[src/hdl/gbn_pkg.sv]
// Shared constants, request codes and control/status types of the go-back-N sender.
`default_nettype none

package gbn_pkg;

   // Default sizing handed to the top level
   localparam int WINDOW_DEF        = 5;
   localparam int MSG_DEPTH_DEF     = 1024;
   localparam int PACKET_BYTES_DEF  = 128;
   localparam int MAX_MSG_BYTES_DEF = 4096;

   // Packet header overhead and message length prefix, in bytes
   localparam int HDR_BYTES    = 7;
   localparam int PREFIX_BYTES = 4;

   // Field widths
   localparam int REQ_TYPE_W = 2;
   localparam int MSG_LEN_W  = 13;
   localparam int SEQ_W      = 32;
   localparam int OFFSET_W   = 13;
   localparam int SIZE_W     = 8;
   localparam int LEN_IN_MAX = (1 << MSG_LEN_W) - 1;

   // Stream bus widths
   localparam int REQ_DATA_W = 48;
   localparam int REQ_USER_W = 3;
   localparam int RSP_DATA_W = 88;

   // Request codes
   localparam logic [REQ_TYPE_W-1:0] REQ_NEW     = 2'd0;
   localparam logic [REQ_TYPE_W-1:0] REQ_ACK     = 2'd1;
   localparam logic [REQ_TYPE_W-1:0] REQ_TIMEOUT = 2'd2;

   // Commands from the controller to the datapath
   typedef struct packed {
      logic accept;     // capture the request beat
      logic decode;     // apply the request to queue, window and timer
      logic cut_step;   // cut one segment into the next window slot
      logic send;       // load one packet descriptor into the output register
      logic empty;      // load the flag-only result
   } cmd_type;

   // Status from the datapath to the controller
   typedef struct packed {
      logic out_ready;     // output register can take a result this cycle
      logic decode_cut;    // request cuts new segments, then sends
      logic decode_send;   // request resends the window
      logic cut_more;      // window has room and a message is queued
      logic cut_msg_done;  // the current cut finishes its message
      logic send_more;     // a packet is still to be sent
      logic send_is_last;  // the packet about to be sent is the final one
   } status_type;

endpackage

`default_nettype wire

[src/hdl/gbn_ctrl.sv]
// Controller state machine of the go-back-N sender.
`default_nettype none

module gbn_ctrl (
   input  logic                clock,
   input  logic                reset,
   input  logic                req_tvalid,
   output logic                req_tready,
   input  gbn_pkg::status_type status,
   output gbn_pkg::cmd_type    cmd
);

   typedef enum logic [5:0] {
      ST_IDLE     = 6'b000001,
      ST_DECODE   = 6'b000010,
      ST_CUT_READ = 6'b000100,
      ST_CUT_STEP = 6'b001000,
      ST_SEND     = 6'b010000,
      ST_FINAL    = 6'b100000
   } state_type;

   state_type state_ff, state_in;

   always_comb begin
      state_in     = state_ff;
      cmd          = '0;
      case (state_ff)
         ST_IDLE: begin
            if (req_tvalid) begin
               cmd.accept = 1'b1;
               state_in   = ST_DECODE;
            end
         end
         ST_DECODE: begin
            cmd.decode = 1'b1;
            if (status.decode_cut) begin
               state_in = ST_CUT_READ;
            end else if (status.decode_send) begin
               state_in = ST_SEND;
            end else begin
               state_in = ST_FINAL;
            end
         end
         ST_CUT_READ: begin
            // wait for the head length to come out of the store
            state_in = ST_CUT_STEP;
         end
         ST_CUT_STEP: begin
            if (status.cut_more) begin
               cmd.cut_step = 1'b1;
               if (status.cut_msg_done) begin
                  state_in = ST_CUT_READ;
               end
            end else begin
               state_in = ST_SEND;
            end
         end
         ST_SEND: begin
            if (status.send_more) begin
               if (status.out_ready) begin
                  cmd.send = 1'b1;
                  if (status.send_is_last) begin
                     state_in = ST_IDLE;
                  end
               end
            end else begin
               state_in = ST_FINAL;
            end
         end
         ST_FINAL: begin
            if (status.out_ready) begin
               cmd.empty = 1'b1;
               state_in  = ST_IDLE;
            end
         end
         default: begin
            state_in = ST_IDLE;
         end
      endcase
   end

   always_ff @(posedge clock) begin
      if (reset) begin
         state_ff <= ST_IDLE;
      end else begin
         state_ff <= state_in;
      end
   end

   assign req_tready = (state_ff == ST_IDLE);

endmodule

`default_nettype wire

[config.mk]
export PLATFORM = sky130hd
export DESIGN_NAME = gbn_ctrl
export DESIGN_NICKNAME = d
export VERILOG_FILES = /design/src/hdl/gbn_pkg.sv /design/src/hdl/gbn_ctrl.sv
export SDC_FILE = /design/constraint.sdc
export NUM_CORES = 1
export LEC_CHECK = 0
export ABC_AREA = 0
export BUFFER_PORTS_ARGS = -buffer_cell sky130_fd_sc_hd__buf_2
export CAP_MARGIN = 20
export CORE_AREA = 2 2 39 41
export CTS_CLUSTER_DIAMETER = 60
export DETAILED_ROUTE_END_ITERATION = 10
export DIE_AREA = 0 0 41 43
export GPL_TIMING_DRIVEN = 0
export MAX_ROUTING_LAYER = met4
export PLACE_DENSITY_LB_ADDON = 0.2
export RECOVER_POWER = 50
export SETUP_SLACK_MARGIN = 0.4
export SLEW_MARGIN = 10
export SYNTH_ARGS = -nofsm -noshare
export SYNTH_HDL_FRONTEND = slang
export SYNTH_SLANG_ARGS = --single-unit
[constraint.sdc]
create_clock -name clock -period 4.5 [get_ports clock]
set_clock_uncertainty 0.15 [all_clocks]
set_input_delay 0.45 -clock clock [delete_from_list [all_inputs] [get_ports clock]]
set_output_delay 0.45 -clock clock [all_outputs]
set_load 0.02 [all_outputs]
# ---- Yosys cells after proc, flatten, opt, wreduce, memory -nomap -nowiden
# Cells that the tools add are included.
dict set report classes {
  eq_ne 11
  n_mux 19
  reduce_logical 1
}
# operator n
set op_table {}
lappend op_table {{$mux 6} 9}
lappend op_table {{$pmux 6 s6} 1}
lappend op_table {{$mux 1} 9}
lappend op_table {{$ne 3x3->1 const B} 3}
lappend op_table {{$eq 6x1->1 const B} 1}
lappend op_table {{$eq 6x2->1 const B} 1}
lappend op_table {{$eq 6x3->1 const B} 1}
lappend op_table {{$eq 6x4->1 const B} 1}
lappend op_table {{$eq 6x5->1 const B} 1}
lappend op_table {{$eq 6x6->1 const B} 1}
lappend op_table {{$reduce_and 5->1} 1}
lappend op_table {{$ne 2x2->1 const B} 2}
dict set report word_totals {
  regBits 6
  inputBits 10
  out_inout_bits 6
  word_cells 32
}

# ---- Depth between registers and ports, before layout
dict set report logic_depth {
  depth_word 4
  mapped_depth 5
  mapped_depth_nobuf 4
}

# ---- Worst setup path after synthesis
# OpenSTA, ideal clock, no wires.
dict set report synth_path {
  path_kind {register -> output}
  from {register state_ff[2]}
  to {output cmd[4] in the netlist's numbering}
  arrival_time_ns 1.851
  required_time_ns 3.900
  setup_slack_ns 2.049
  stages_incl_launch_ff 5
  n_path_buf 1
  cell_sequence {dfxtp_1 buf_2 or4_1 nor3b_1 and2_1}
}
# item line
set synth_rtl {}
lappend synth_rtl {{from (decl)} gbn_ctrl.sv:22} ;# state_type state_ff, state_in;
lappend synth_rtl {{from (signal assigned)} gbn_ctrl.sv:86} ;# state_ff <= state_in;
lappend synth_rtl {{to (decl)} gbn_ctrl.sv:10} ;# output gbn_pkg::cmd_type cmd

==> results_dict.tcl <==
set metrics [dict create \
    outcome "finished, final reports clean" \
    die_area_mm2 0.00176 \
    ys.flop_type "dfxtp_1" \
    routedWlPerCell_um 11.1 \
    fin_hold_ws_ns 0.281 \
    cts-resized-gates 0 \
    diodes 0 \
    worst_slew_pin_slew_ns 0.402 \
    postCtsSetupBuffers 0 \
    h-tree-depth 1 \
    p_leak_uw 0.000213 \
    p_int_uw 101 \
    areaGrowthSynthToFinish_pct 25.7 \
    report.final.slew_viol_count 0 \
    combPwrFrac 0.228 \
    ctsHoldBuffers 0 \
    synthTopCellsByCount "dfxtp_1 (6), a31oi_1 (5), nor3_1 (4), o21ai_0 (4), nor2_1 (3)" \
    synthCells 53 \
    clk_latency_ns 0.24 \
    vias 446 \
    drcViolationCount 0 \
    grt_overflow_total 0 \
    grt_pass1_vias 402 \
    cpMaxStageDelayCell "or4_1" \
    ant_nets 0 \
    cp-start-kind "flip-flop" \
    antenna_found_initial 0 \
    drtIter0Drc 5 \
    rows 14 \
    crit_required_ns 3.90 \
    max-vdd-ir-drop_mv 0.116 \
    min_period_ns 2.49 \
    yosys_register_bits 6 \
    rsz0062_at_grt "no" \
    crit_cells 5 \
    grtUsageMet2 0.194 \
    cts_root_buffer "clkbuf_4" \
    start_util 0.306 \
    synth_area_per_cell_um2 7.98 \
    firstDrtPassIters 2 \
    die_h_um 43 \
    synth_area_leaders "dfxtp_1 (28%), a31oi_1 (7.4%), nor3_1 (4.7%)" \
    yosysWarnings 0 \
    ctsLongestPathBuffers 2 \
    grtUsageMet1 0.183 \
    regMostFlops "state_ff" \
    layout.nets 83 \
    synth_nets 63 \
    cellPowerDensity_mw_per_mm2 265 \
    power_frac_seq 0.415 \
    port_buffers 15 \
    drive_above_1_share 0.296 \
    gp_congestion 0.770 \
    crit_arrival_ns 1.89 \
    hold_violations 0 \
    numCtsBuffers 3 \
    max_stage_delay_ns 0.56 \
    yosysMostFrequentCell "dfxtp_1" \
    post-place-cells 84 \
    slew_headroom 0.729 \
    synth_enable_flop_cells 0 \
    clockPowerShare 0.357 \
    largestRegisters "state_ff: 6 flops" \
    worst_hold_path_type "in2reg" \
    cp_num_buf_inv 2 \
    layoutNonFillerInstCount 87 \
    seq_area_frac_synth 0.284 \
    worstPathMaxFanout 10 \
    synth.top_cell.area_share 0.284 \
    end_kind "output pin" \
    grt_max_degree 11 \
    grt_use_total 0.147 \
    maxCapViolCount 0 \
    finalSetupTns_ns 0 \
    synth_async_sr_flop_share 0 \
    largest_reg_flops 6 \
    synth_area_leader_cell "dfxtp_1" \
    crit_chain "clkbuf_1 -> or4_1 -> nor3b_1 -> and2_0 -> buf_2" \
    viasPerCell 5.13 \
    clk_pin_slew_ns 0.05 \
    min_path_cells 2 \
    rr_worst_depth 5 \
    yosysUniqueCellTypes 28 \
    clock-sinks 6 \
    p_switching_uw 39.9 \
    top_usage_layer "met2" \
    grtUsageMet3 0.0942 \
    finalCritPeriodShare 0.553 \
    nFillCells 152 \
    ioPinCount 16 \
    cts_tree "done" \
    critical_path_class "reg2out" \
    critPathTopFamily "simple AND/OR/NAND/NOR gates" \
    synthesis.area_um2 423 \
    drt-total-wl_um 964 \
    die_w_um 41 \
    max_clock_freq_ghz 0.402 \
    grt_pass1_wl_um 1690 \
    setup_viol 0 \
    swShare 0.283 \
    hpwl_um 750 \
    core_mm2 0.00138 \
    final_util 0.384 \
]
## routing by layer
layer | share of wire | wire [um]
met5 | 0 | 0
met4 | 0 | 0
met3 | 0.068 | 66
met2 | 0.45 | 438
met1 | 0.48 | 460
## cells in the final DEF (no fill, tap or decap)
cell | netlist | layout
nor4bb_1 | 1 | 1
xor2_1 | 1 | 1
nor2_1 | 3 | 3
a21oi_1 | 2 | 2
nor2b_1 | 2 | 2
nand2b_1 | 2 | 2
or4_1 | 2 | 3
and2_0 | 0 | 1
or2b_1 | 1 | 1
nand3_1 | 1 | 1
clkbuf_1 | 0 | 1
and2_1 | 2 | 1
nand2_1 | 2 | 2
buf_2 | 1 | 15
and4_1 | 1 | 1
nor3_1 | 4 | 4
nor3b_1 | 1 | 1
inv_1 | 1 | 1
nor4_1 | 2 | 2
o21ai_0 | 4 | 4
dfxtp_1 | 6 | 6
buf_6 | 1 | 1
or4_2 | 1 | 1
or3_2 | 1 | 1
a22oi_1 | 1 | 1
or4b_1 | 0 | 1
nand3b_1 | 2 | 2
clkbuf_4 | 0 | 3
a31oi_1 | 5 | 5
nand4_1 | 1 | 1
## area by class of cell
type / count / area, um^2 / share of cell area
Timing Repair Buffer: 15 / 75.1 / 0.141
Multi-Input combinational cell: 44 / 275 / 0.518
Buffer: 2 / 15.0 / 0.0282
Inverter: 1 / 3.75 / 0.00706
Tap cell: 16 / 20.0 / 0.0376
Clock buffer: 3 / 22.5 / 0.0424
Sequential cell: 6 / 120 / 0.226
## worst reg2reg max path: cells and delay by family (launching register included)
| kind | cells | cell delay [ns] |
|---|---|---|
| AOI/OAI and AO/OA | 2 | 0.21 |
| buffers and inverters | 1 | 0.20 |
| DFF | 1 | 0.29 |
| and+or+nand+nor | 2 | 1.08 |
## stage by stage
step	cell area, um^2	setup slack [ns]	power (uW)
final	532	2.01	141
after global routing	532	1.83	153
after CTS	541	1.98	145
after detailed placement	518	2.26	92.7
after global placement	518	2.24	92.6
after floorplan	423	2.05	81.3
## cell families after synthesis
family,count (synthesis),synth area share
XOR/XNOR,1,0.0207
AND/OR/NAND/NOR,31,0.485
AO/OA/AOI/OAI,12,0.163
buffers and inverters,3,0.0473
flip-flops,6,0.284
## path summary, 6_finish.rpt
| check | start | to | slack [ns] |
|---|---|---|---|
| setup / recovery | state_ff[2] | cmd[4] | 2.01 |
| setup reg to reg | state_ff[2] | state_ff[0] | 2.45 |
| hold / removal | reset | state_ff[1] | 0.28 |
| hold reg to reg | state_ff[5] | state_ff[0] | 0.51 |
## power by group through the flow
stage / clock (uW) / combinational (uW) / sequential [uW]
floorplan: 0 / 22.7 / 58.6
finish: 50.2 / 32.1 / 58.4
detailed placement: 0 / 33.4 / 59.4
global placement: 0 / 33.2 / 59.4
CTS: 53.3 / 33.6 / 58.3
global route: 57.7 / 36.3 / 58.7
No activity file was read; power rests on OpenSTA's default activity.
